===== src/hdl/crms_pkg.sv =====
// Shared types and constants of the clamped range map smoother.
`default_nettype none

package crms_pkg;

    localparam int VALUE_W    = 32;
    localparam int FRAC_W     = 16;
    localparam int MODE_W     = 2;
    localparam int CFG_ADDR_W = 3;
    localparam int CFG_DATA_W = 32;
    localparam int DIFF_W     = VALUE_W + 1;
    // Interpolation fraction is unsigned Q0.31, one quotient bit per divider step.
    localparam int QUO_W      = 31;
    localparam int DIV_CNT_W  = $clog2(QUO_W);

    typedef logic [MODE_W-1:0]     t_mode;
    typedef logic [CFG_ADDR_W-1:0] t_cfg_addr;

    localparam t_mode MODE_FIXED  = 2'd0;
    localparam t_mode MODE_RANDOM = 2'd1;
    localparam t_mode MODE_LINKED = 2'd2;
    localparam t_mode MODE_HOLD   = 2'd3;

    localparam t_cfg_addr CFG_MODE         = 3'd0;
    localparam t_cfg_addr CFG_INPUT_LOWER  = 3'd1;
    localparam t_cfg_addr CFG_INPUT_UPPER  = 3'd2;
    localparam t_cfg_addr CFG_OUTPUT_LOWER = 3'd3;
    localparam t_cfg_addr CFG_OUTPUT_UPPER = 3'd4;
    localparam t_cfg_addr CFG_SMOOTH_COEFF = 3'd5;

    typedef enum logic [1:0] {
        MUL_RAND,
        MUL_INTERP,
        MUL_SM_TARGET,
        MUL_SM_PREV
    } t_mul_sel;

    typedef struct packed {
        logic     load_in;
        logic     mul_en;
        t_mul_sel mul_sel;
        logic     tgt_rand;
        logic     tgt_clamp;
        logic     tgt_interp;
        logic     div_init;
        logic     div_step;
        logic     acc_load;
        logic     res_smooth;
        logic     res_fixed;
        logic     res_hold;
        logic     commit;
    } t_cmd;

    typedef struct packed {
        t_mode mode;
        logic  clamped;
        logic  out_free;
    } t_status;

endpackage

`default_nettype wire


===== src/hdl/crms_ifs.sv =====
// Valid/ready channel interfaces for the input and result words.
`default_nettype none

interface crms_in_if;
    import crms_pkg::*;

    logic                      valid;
    logic                      ready;
    logic signed [VALUE_W-1:0] input_value;
    logic        [FRAC_W-1:0]  random_fraction;

    modport source (output valid, output input_value, output random_fraction, input ready);
    modport sink   (input valid, input input_value, input random_fraction, output ready);
endinterface

interface crms_out_if;
    import crms_pkg::*;

    logic                      valid;
    logic                      ready;
    logic signed [VALUE_W-1:0] output_value;

    modport source (output valid, output output_value, input ready);
    modport sink   (input valid, input output_value, output ready);
endinterface

`default_nettype wire


===== src/hdl/clamped_range_map_smoother_unit.sv =====
// Clamped linear range map with one-pole smoothing, top level. Each input word yields
// exactly one output word in signed Q16.16. Mode 0 outputs output_lower and loads it
// into the smoothed state; mode 1 aims at output_lower plus random_fraction times the
// output span; mode 2 clamps input_value to the input breakpoints (either order) and
// interpolates linearly between the output breakpoints; mode 3 repeats the last output.
// Modes 1 and 2 blend the target with the previous output by the smoothing coefficient,
// saturated at one. One word is worked on at a time. In linked mode with the input
// strictly between the breakpoints a word passes through the restoring divider, which
// yields one of the 31 fraction bits per cycle; random, clamped linked, fixed and hold
// words do not use the divider.
// A finished word sits in the output register, so the next input word is accepted while
// it waits; its result is committed only once that register is free. Settings are
// written through the plain write port and must only change while the block is idle.
`default_nettype none

module clamped_range_map_smoother_unit #(
    parameter int DATA_WIDTH = 32,
    parameter int COEFF_BITS = 16
) (
    input  logic                            i_clk,
    input  logic                            i_rst_n,
    crms_in_if.sink                         i_in,
    crms_out_if.source                      o_out,
    input  logic                            i_cfg_wr_en,
    input  crms_pkg::t_cfg_addr             i_cfg_addr,
    input  logic [crms_pkg::CFG_DATA_W-1:0] i_cfg_wdata
);
    import crms_pkg::*;

    // Command and status buses between the sequencer and the datapath.
    t_cmd    cmd;
    t_status status;
    logic    in_ready;

    // The sequencer walks decode, divide, target and smoothing steps; it only
    // raises ready while idle, so one word is in flight besides the output word.
    crms_ctrl u_ctrl (
        .i_clk      (i_clk),
        .i_rst_n    (i_rst_n),
        .i_in_valid (i_in.valid),
        .o_in_ready (in_ready),
        .i_status   (status),
        .o_cmd      (cmd)
    );

    // The datapath holds the settings, the divider, one shared signed multiplier
    // with a registered product, and the smoothed state that drives the output.
    crms_dp #(
        .DATA_WIDTH (DATA_WIDTH),
        .COEFF_BITS (COEFF_BITS)
    ) u_dp (
        .i_clk             (i_clk),
        .i_rst_n           (i_rst_n),
        .i_cmd             (cmd),
        .o_status          (status),
        .i_cfg_wr_en       (i_cfg_wr_en),
        .i_cfg_addr        (i_cfg_addr),
        .i_cfg_wdata       (i_cfg_wdata),
        .i_input_value     (i_in.input_value),
        .i_random_fraction (i_in.random_fraction),
        .o_out_valid       (o_out.valid),
        .i_out_ready       (o_out.ready),
        .o_output_value    (o_out.output_value)
    );

    assign i_in.ready = in_ready;

endmodule

`default_nettype wire


===== src/hdl/crms_ctrl.sv =====
// Sequencing state machine of the range map smoother.
`default_nettype none

module crms_ctrl (
    input  logic              i_clk,
    input  logic              i_rst_n,
    input  logic              i_in_valid,
    output logic              o_in_ready,
    input  crms_pkg::t_status i_status,
    output crms_pkg::t_cmd    o_cmd
);
    import crms_pkg::*;

    typedef enum logic [3:0] {
        S_IDLE,
        S_DECODE,
        S_RAND_ADD,
        S_DIV,
        S_INTERP_MUL,
        S_INTERP_ADD,
        S_SM_TARGET,
        S_SM_PREV,
        S_SM_SUM,
        S_DONE
    } t_state;

    t_state                 r_state, n_state;
    logic [DIV_CNT_W-1:0]   r_cnt, n_cnt;

    always_ff @(posedge i_clk) begin
        if (!i_rst_n) begin
            r_state <= S_IDLE;
            r_cnt   <= '0;
        end else begin
            r_state <= n_state;
            r_cnt   <= n_cnt;
        end
    end

    always_comb begin
        n_state       = r_state;
        n_cnt         = r_cnt;
        o_cmd         = '0;
        o_cmd.mul_sel = MUL_RAND;
        o_in_ready    = 1'b0;
        case (r_state)
            S_IDLE: begin
                o_in_ready = 1'b1;
                if (i_in_valid) begin
                    o_cmd.load_in = 1'b1;
                    n_state       = S_DECODE;
                end
            end
            S_DECODE: begin
                case (i_status.mode)
                    MODE_FIXED: begin
                        o_cmd.res_fixed = 1'b1;
                        n_state         = S_DONE;
                    end
                    MODE_RANDOM: begin
                        o_cmd.mul_en  = 1'b1;
                        o_cmd.mul_sel = MUL_RAND;
                        n_state       = S_RAND_ADD;
                    end
                    MODE_LINKED: begin
                        if (i_status.clamped) begin
                            o_cmd.tgt_clamp = 1'b1;
                            n_state         = S_SM_TARGET;
                        end else begin
                            o_cmd.div_init = 1'b1;
                            n_cnt          = DIV_CNT_W'(QUO_W - 1);
                            n_state        = S_DIV;
                        end
                    end
                    default: begin
                        o_cmd.res_hold = 1'b1;
                        n_state        = S_DONE;
                    end
                endcase
            end
            S_RAND_ADD: begin
                o_cmd.tgt_rand = 1'b1;
                n_state        = S_SM_TARGET;
            end
            S_DIV: begin
                o_cmd.div_step = 1'b1;
                if (r_cnt == '0) begin
                    n_state = S_INTERP_MUL;
                end else begin
                    n_cnt = r_cnt - 1'b1;
                end
            end
            S_INTERP_MUL: begin
                o_cmd.mul_en  = 1'b1;
                o_cmd.mul_sel = MUL_INTERP;
                n_state       = S_INTERP_ADD;
            end
            S_INTERP_ADD: begin
                o_cmd.tgt_interp = 1'b1;
                n_state          = S_SM_TARGET;
            end
            S_SM_TARGET: begin
                o_cmd.mul_en  = 1'b1;
                o_cmd.mul_sel = MUL_SM_TARGET;
                n_state       = S_SM_PREV;
            end
            S_SM_PREV: begin
                o_cmd.acc_load = 1'b1;
                o_cmd.mul_en   = 1'b1;
                o_cmd.mul_sel  = MUL_SM_PREV;
                n_state        = S_SM_SUM;
            end
            S_SM_SUM: begin
                o_cmd.res_smooth = 1'b1;
                n_state          = S_DONE;
            end
            S_DONE: begin
                if (i_status.out_free) begin
                    o_cmd.commit = 1'b1;
                    n_state      = S_IDLE;
                end
            end
            default: begin
                n_state = S_IDLE;
            end
        endcase
    end

endmodule

`default_nettype wire


===== src/hdl/crms_dp.sv =====
// Datapath of the range map smoother: settings, divider, shared multiplier, state.
`default_nettype none

module crms_dp #(
    parameter int DATA_WIDTH = 32,
    parameter int COEFF_BITS = 16
) (
    input  logic                                   i_clk,
    input  logic                                   i_rst_n,
    input  crms_pkg::t_cmd                         i_cmd,
    output crms_pkg::t_status                      o_status,
    input  logic                                   i_cfg_wr_en,
    input  crms_pkg::t_cfg_addr                    i_cfg_addr,
    input  logic [crms_pkg::CFG_DATA_W-1:0]        i_cfg_wdata,
    input  logic signed [crms_pkg::VALUE_W-1:0]    i_input_value,
    input  logic [crms_pkg::FRAC_W-1:0]            i_random_fraction,
    output logic                                   o_out_valid,
    input  logic                                   i_out_ready,
    output logic signed [crms_pkg::VALUE_W-1:0]    o_output_value
);
    import crms_pkg::*;

    localparam int SAT_W = (DATA_WIDTH > VALUE_W) ? VALUE_W : DATA_WIDTH;
    localparam int ACC_W = VALUE_W + COEFF_BITS + 2;
    localparam int MUL_W = DIFF_W;
    localparam int PRD_W = 2 * MUL_W;

    localparam logic signed [ACC_W-1:0] SAT_HI = (ACC_W'(1) <<< (SAT_W - 1)) - ACC_W'(1);
    localparam logic signed [ACC_W-1:0] SAT_LO = ~SAT_HI;
    localparam logic [COEFF_BITS:0]     C_ONE  = {1'b1, {COEFF_BITS{1'b0}}};

    function automatic logic signed [VALUE_W-1:0] sat(input logic signed [ACC_W-1:0] v);
        logic signed [ACC_W-1:0] r;
        r = v;
        if (v > SAT_HI) begin
            r = SAT_HI;
        end else if (v < SAT_LO) begin
            r = SAT_LO;
        end
        return r[VALUE_W-1:0];
    endfunction

    // Settings
    t_mode                     r_mode;
    logic signed [VALUE_W-1:0] r_in_lo, r_in_hi, r_out_lo, r_out_hi;
    logic [COEFF_BITS:0]       r_coeff;

    // Item and working registers
    logic signed [VALUE_W-1:0] r_x;
    logic [FRAC_W-1:0]         r_rf;
    logic [VALUE_W-1:0]        r_rem;
    logic [QUO_W-1:0]          r_quo;
    logic signed [PRD_W-1:0]   r_prod;
    logic signed [ACC_W-1:0]   r_acc;
    logic signed [VALUE_W-1:0] r_target;
    logic signed [VALUE_W-1:0] r_result;
    logic signed [VALUE_W-1:0] r_smoothed;
    logic                      r_out_valid;

    logic signed [DIFF_W-1:0]  out_diff, x_off, in_span;
    logic [VALUE_W-1:0]        num_abs, span_abs;
    logic                      x_le, x_ge, lo_lt_hi;
    logic signed [VALUE_W-1:0] clamp_target;
    logic [VALUE_W:0]          rem_sh;
    logic                      rem_ge;
    logic [VALUE_W:0]          rem_nxt;
    logic [COEFF_BITS:0]       c_sat, c_rest;
    logic signed [MUL_W-1:0]   mul_a, mul_b;
    logic signed [PRD_W-1:0]   rand_part, interp_part;
    logic signed [ACC_W-1:0]   acc_sum, acc_shr;

    always_ff @(posedge i_clk) begin
        if (!i_rst_n) begin
            r_mode   <= MODE_FIXED;
            r_in_lo  <= '0;
            r_in_hi  <= '0;
            r_out_lo <= '0;
            r_out_hi <= '0;
            r_coeff  <= '0;
        end else if (i_cfg_wr_en) begin
            case (i_cfg_addr)
                CFG_MODE:         r_mode   <= i_cfg_wdata[MODE_W-1:0];
                CFG_INPUT_LOWER:  r_in_lo  <= i_cfg_wdata[VALUE_W-1:0];
                CFG_INPUT_UPPER:  r_in_hi  <= i_cfg_wdata[VALUE_W-1:0];
                CFG_OUTPUT_LOWER: r_out_lo <= i_cfg_wdata[VALUE_W-1:0];
                CFG_OUTPUT_UPPER: r_out_hi <= i_cfg_wdata[VALUE_W-1:0];
                CFG_SMOOTH_COEFF: r_coeff  <= i_cfg_wdata[COEFF_BITS:0];
                default: ;
            endcase
        end
    end

    assign out_diff = $signed({r_out_hi[VALUE_W-1], r_out_hi})
                    - $signed({r_out_lo[VALUE_W-1], r_out_lo});
    assign x_off    = $signed({r_x[VALUE_W-1], r_x}) - $signed({r_in_lo[VALUE_W-1], r_in_lo});
    assign in_span  = $signed({r_in_hi[VALUE_W-1], r_in_hi})
                    - $signed({r_in_lo[VALUE_W-1], r_in_lo});

    // Differences of two 32-bit values have magnitudes below 2^32.
    always_comb begin
        logic signed [DIFF_W-1:0] na, sa;
        na       = (x_off < 0) ? -x_off : x_off;
        sa       = (in_span < 0) ? -in_span : in_span;
        num_abs  = na[VALUE_W-1:0];
        span_abs = sa[VALUE_W-1:0];
    end

    assign x_le     = (r_x <= r_in_lo) && (r_x <= r_in_hi);
    assign x_ge     = (r_x >= r_in_lo) && (r_x >= r_in_hi);
    assign lo_lt_hi = r_in_lo < r_in_hi;

    always_comb begin
        if (x_le) begin
            clamp_target = lo_lt_hi ? r_out_lo : r_out_hi;
        end else begin
            clamp_target = lo_lt_hi ? r_out_hi : r_out_lo;
        end
    end

    // Restoring divider step; the remainder stays below the span.
    assign rem_sh  = {r_rem, 1'b0};
    assign rem_ge  = rem_sh >= {1'b0, span_abs};
    assign rem_nxt = rem_ge ? (rem_sh - {1'b0, span_abs}) : rem_sh;

    assign c_sat  = (r_coeff > C_ONE) ? C_ONE : r_coeff;
    assign c_rest = C_ONE - c_sat;

    always_comb begin
        case (i_cmd.mul_sel)
            MUL_RAND: begin
                mul_a = out_diff;
                mul_b = $signed(MUL_W'(r_rf));
            end
            MUL_INTERP: begin
                mul_a = out_diff;
                mul_b = $signed(MUL_W'(r_quo));
            end
            MUL_SM_TARGET: begin
                mul_a = MUL_W'(r_target);
                mul_b = $signed(MUL_W'(c_rest));
            end
            default: begin
                mul_a = MUL_W'(r_smoothed);
                mul_b = $signed(MUL_W'(c_sat));
            end
        endcase
    end

    assign rand_part   = r_prod >>> FRAC_W;
    assign interp_part = r_prod >>> QUO_W;
    assign acc_sum     = r_acc + r_prod[ACC_W-1:0];
    assign acc_shr     = acc_sum >>> COEFF_BITS;

    always_ff @(posedge i_clk) begin
        if (i_cmd.load_in) begin
            r_x  <= i_input_value;
            r_rf <= i_random_fraction;
        end
        if (i_cmd.div_init) begin
            r_rem <= num_abs;
            r_quo <= '0;
        end else if (i_cmd.div_step) begin
            r_rem <= rem_nxt[VALUE_W-1:0];
            r_quo <= {r_quo[QUO_W-2:0], rem_ge};
        end
        if (i_cmd.mul_en) begin
            r_prod <= mul_a * mul_b;
        end
        if (i_cmd.acc_load) begin
            r_acc <= r_prod[ACC_W-1:0];
        end
        if (i_cmd.tgt_rand) begin
            r_target <= r_out_lo + rand_part[VALUE_W-1:0];
        end else if (i_cmd.tgt_interp) begin
            r_target <= r_out_lo + interp_part[VALUE_W-1:0];
        end else if (i_cmd.tgt_clamp) begin
            r_target <= clamp_target;
        end
        if (i_cmd.res_smooth) begin
            r_result <= sat(acc_shr);
        end else if (i_cmd.res_fixed) begin
            r_result <= sat(ACC_W'(r_out_lo));
        end else if (i_cmd.res_hold) begin
            r_result <= r_smoothed;
        end
    end

    // The smoothed state doubles as the output register.
    always_ff @(posedge i_clk) begin
        if (!i_rst_n) begin
            r_smoothed  <= '0;
            r_out_valid <= 1'b0;
        end else if (i_cmd.commit) begin
            r_smoothed  <= r_result;
            r_out_valid <= 1'b1;
        end else if (i_out_ready) begin
            r_out_valid <= 1'b0;
        end
    end

    assign o_out_valid       = r_out_valid;
    assign o_output_value    = r_smoothed;
    assign o_status.mode     = r_mode;
    assign o_status.clamped  = x_le || x_ge;
    assign o_status.out_free = !r_out_valid || i_out_ready;

endmodule

`default_nettype wire


===== src/flat_wrapper.sv =====
// flat-port wrapper written by rule: the top's interface ports become plain ports
module clamped_range_map_smoother_unit_flat import crms_pkg::*;
#(
    parameter int DATA_WIDTH = 32,
    parameter int COEFF_BITS = 16
)
  (i_clk, i_rst_n, i_cfg_wr_en, i_cfg_addr, i_cfg_wdata, i_in_valid, i_in_input_value, i_in_random_fraction, i_in_ready, o_out_valid, o_out_output_value, o_out_ready);
  crms_in_if i_in_i ();
  crms_out_if o_out_i ();
  input  logic i_clk;
  input  logic i_rst_n;
  input  logic i_cfg_wr_en;
  input  crms_pkg::t_cfg_addr i_cfg_addr;
  input  logic [crms_pkg::CFG_DATA_W-1:0] i_cfg_wdata;
  input wire logic [$bits(i_in_i.valid)-1:0] i_in_valid;
  input wire logic [$bits(i_in_i.input_value)-1:0] i_in_input_value;
  input wire logic [$bits(i_in_i.random_fraction)-1:0] i_in_random_fraction;
  output wire logic [$bits(i_in_i.ready)-1:0] i_in_ready;
  output wire logic [$bits(o_out_i.valid)-1:0] o_out_valid;
  output wire logic [$bits(o_out_i.output_value)-1:0] o_out_output_value;
  input wire logic [$bits(o_out_i.ready)-1:0] o_out_ready;
  assign i_in_i.valid = i_in_valid;
  assign i_in_i.input_value = i_in_input_value;
  assign i_in_i.random_fraction = i_in_random_fraction;
  assign i_in_ready = i_in_i.ready;
  assign o_out_valid = o_out_i.valid;
  assign o_out_output_value = o_out_i.output_value;
  assign o_out_i.ready = o_out_ready;
  clamped_range_map_smoother_unit #(.DATA_WIDTH(DATA_WIDTH), .COEFF_BITS(COEFF_BITS)) u_core (.i_clk(i_clk), .i_rst_n(i_rst_n), .i_in(i_in_i), .o_out(o_out_i), .i_cfg_wr_en(i_cfg_wr_en), .i_cfg_addr(i_cfg_addr), .i_cfg_wdata(i_cfg_wdata));
endmodule

===== config.mk =====
export PLATFORM = sky130hd
export DESIGN_NAME = clamped_range_map_smoother_unit_flat
export DESIGN_NICKNAME = d
export VERILOG_FILES = /design/src/hdl/crms_pkg.sv /design/src/hdl/crms_ifs.sv /design/src/hdl/clamped_range_map_smoother_unit.sv /design/src/hdl/crms_ctrl.sv /design/src/hdl/crms_dp.sv /design/src/flat_wrapper.sv
export SDC_FILE = /design/constraint.sdc
export NUM_CORES = 2
export LEC_CHECK = 0
export BUFFER_PORTS_ARGS = -buffer_cell sky130_fd_sc_hd__buf_2
export CORE_MARGIN = 5
export CORE_UTILIZATION = 70
export CTS_CLUSTER_SIZE = 40
export DETAILED_ROUTE_END_ITERATION = 8
export GPL_ROUTABILITY_DRIVEN = 0
export HOLD_SLACK_MARGIN = 0.1
export PLACE_DENSITY = 0.85
export SKIP_CTS_REPAIR_TIMING = 1
export SLEW_MARGIN = 20
export SYNTH_ARGS = -nofsm -noshare
export SYNTH_HDL_FRONTEND = slang
export SYNTH_SLANG_ARGS = --single-unit

===== constraint.sdc =====
create_clock -name i_clk -period 26.5 [get_ports i_clk]
set_input_delay 0 -clock i_clk [delete_from_list [all_inputs] [get_ports i_clk]]
set_output_delay 0 -clock i_clk [all_outputs]
set_load 0.02 [all_outputs]

==> results_dict.tcl <==
set metrics [dict create \
    outcome "finished, final reports clean" \
    hold_path.class "in -> reg" \
    worstPathRequired_ps 26870 \
    clock_path_buffers 3 \
    syn_nets 9524 \
    syn_inst 7905 \
    ys_ff_latch 477 \
    cts_buffers 48 \
    arrival_ps 13080 \
    crit_path_end "u_core.u_dp.r_prod[54]" \
    cts_root_buf "clkbuf_16" \
    final_util 0.749 \
    die_w_um 324 \
    maxCapViolCount 0 \
    finClkSkew_ps 32.6 \
    grt_pass1_vias 60900 \
    yosysWarnings 0 \
    core-area_um2 98000 \
    slowest_stage "mux2i_1" \
    drc 0 \
    rsz0062_at_grt "no" \
    worstSetupPathDepth 36 \
    ys_async_sr_fraction 0 \
    r2r_end "u_core.u_dp.r_prod[54]" \
    reg2reg_from "u_core.u_dp.r_out_lo[0]" \
    grt.total_usage 0.432 \
    end_kind "register" \
    grt_pass1_wl_um 346000 \
    cpPeakStageDelay_ps 820 \
    chipHeight_um 324 \
    r2r_cells 36 \
    yosys-top-cells-area "fa_1 (31%), edfxtp_1 (11%), ha_1 (8.4%), inv_1 (6.5%), dfxtp_1 (6.4%)" \
    via_per_inst 6.65 \
    cpMostUsedCell "fa_1" \
    synth_edf_count 257 \
    grt_max_degree 107 \
    worst-slew-pin-transition_ps 1250 \
    critical_path.startpoint "u_core.u_dp.r_out_lo[0]" \
    ys_types 103 \
    synth_ff_type "edfxtp_1" \
    r2r_slack_ps 13800 \
    path_max_fanout 8 \
    initial_core_util 0.703 \
    clock_latency_ps 640 \
    worst_slack_ps 13800 \
    ant_nets 0 \
    period_needed_ps 12700 \
    antenna_found_initial 8 \
    die-area_um2 105000 \
    fin_crit_sh 0.479 \
    cp_num_buf_inv 3 \
    dr_total_vias 61500 \
    syn_to_final_growth_pct 6.51 \
    finalSetupTns_ps 0 \
    grt-ovfl-total 0 \
    drt_iter0_markers 8891 \
    finalHoldViolCount 0 \
    ys_seq_area_frac 0.176 \
    row_count 115 \
    post_drt_wl_per_cell_um 25.2 \
    num-nets-final 9533 \
    finalWirelength_um 233000 \
    critPathTopFamily "compound AO/OA/AOI/OAI gates" \
    htree_levels 2 \
    hpwl_um 175000 \
    criticalPathCategory "reg -> reg" \
    synth_top_area_cell "fa_1" \
    syn_area_per_cell_um2 8.71 \
    path_clk_slew_ps 80 \
    final-setup-viol-count 0 \
    layout-drive-gt1-share 0.0556 \
    max_freq_mhz 78.7 \
    cts_tree "done" \
    startpoint_type "register" \
    relSlewSlack 0.164 \
    io_buffers 121 \
    clock_sinks 477 \
    syn_area_um2 68900 \
    drtPass1Iterations 9 \
    yosys.area.top_type_share 0.310 \
    slew_violations 0 \
    ioPinCount 122 \
    place_ws_ps 14350 \
]
## stage by stage
| stage | cells | area (um2) | hold WS [ps] |
|---|---|---|---|
| after floorplan | 7905 | 68900 | 98.9 |
| after global routing | 9241 | 73300 | 81.4 |
| after detailed placement | 9054 | 70700 | 179 |
| after global placement | 9054 | 70700 | 176 |
| final | 9247 | 73400 | 78.9 |
| after CTS | 9144 | 72400 | -479 |
## cells by family (layout without fill, tap and decap cells)
logic type               count (synthesis)  in the layout  synth area share
AND/OR/NAND/NOR                       2462           2462             0.153
buffers and inverters                 1558           1607            0.0854
adder cells (fa/ha/maj)               1531           1531             0.394
AO/OA/AOI/OAI                         1446           1446             0.134
flip-flops                             477            477             0.176
XOR/XNOR                               317            317            0.0403
multiplexers                           114            114            0.0170
other                                    0              6                 0
## per-layer routing
metal,global-route usage,routed length [um],vias up
li1,-,-,25700
met1,0.539,77100,29400
met2,0.619,95000,5092
met3,0.187,39800,1365
met4,0.275,20700,8
met5,0,72,-
## synthesized netlist by cell type (93+ instances only)
master / instances
inv_1: 1194
nand2_1: 1132
fa_1: 1066
nor2_1: 795
a21oi_1: 563
ha_1: 465
clkbuf_1: 316
edfxtp_1: 257
dfxtp_1: 220
xnor2_1: 204
o21ai_0: 203
a21o_1: 180
xor2_1: 113
mux2i_1: 93
## cells in the final DEF, fill, tap and decap left out, drive strengths merged, types with 20 or more instances in the layout
master       netlist  routed
fa              1066    1066
or3               20      20
buf               45     223
nand2b            47      47
nand4             54      54
mux2              20      20
dfxtp            220     220
nor2             795     795
and3              46      46
a211oi            60      60
a21o             180     180
dlygate4sd3        0      96
or2               25      25
o22ai             23      23
clkbuf           316      59
nor2b             52      52
nor3              90      90
o31ai             26      26
nand2           1132    1132
o211ai            21      21
edfxtp           257     257
o221ai            37      37
mux2i             94      94
o21ai            220     220
o21bai            39      39
and2              30      30
xor2             113     113
a31oi             37      37
nor4              27      27
xnor2            204     204
o21a              55      55
a22oi             22      22
a21oi            565     565
ha               465     465
inv             1196    1206
nand3             89      89
## worst min path at each step
| stage | to | startpoint | cells after the start |
|---|---|---|---|
| 3_3_place_gp | u_core.u_dp.r_rf[14] | i_in_random_fraction[14] | 1 |
| 3_5_place_dp | u_core.u_dp.r_x[28] | i_in_input_value[28] | 1 |
| 6_report | u_core.u_dp.r_x[19] | i_in_input_value[19] | 2 |
| 5_1_grt | u_core.u_dp.r_x[27] | i_in_input_value[27] | 2 |
| 2_1_floorplan | u_core.u_dp.r_rf[0] | i_in_random_fraction[0] | 0 |
| 4_1_cts | u_core.u_dp.r_rf[5] | i_in_random_fraction[5] | 1 |
## flip-flops by register name (all words and copies together), names as in the netlist, 17 cells and up
register and flops:
u_core.u_dp.r_in_lo 32, u_core.u_dp.r_x 32, u_core.u_dp.r_result 32, u_core.u_dp.r_out_hi 32
u_core.u_dp.r_out_lo 32, u_core.u_dp.o_output_value 32, u_core.u_dp.r_acc 50, u_core.u_dp.r_quo 31
u_core.u_dp.r_rem 32, u_core.u_dp.r_in_hi 32, u_core.u_dp.r_coeff 17, u_core.u_dp.r_prod 63
u_core.u_dp.r_target 32
## worst register-to-register path: cells and delay by family, from the launching register on
family	cells	cell delay [ps]
adder cells (fa/ha/maj)	11	4970
AND/OR/NAND/NOR	3	730
flip-flops	1	380
AO/OA/AOI/OAI	17	5300
XOR/XNOR	1	90
buffers and inverters	3	210
multiplexers	1	820
## layout make-up
cell class,count,area [um2]
repair buffers,320,2340
multi-input cells,5870,51100
well taps,1287,1610
inverters,1197,4500
fillers,6731,24600
clock inverters,32,384
flip-flops and latches,477,12100
clock buffers,58,1300
diodes,6,15.0
Power is not shown: default switching activity piles up to over one toggle a cycle in this logic, so the estimate is an artifact.
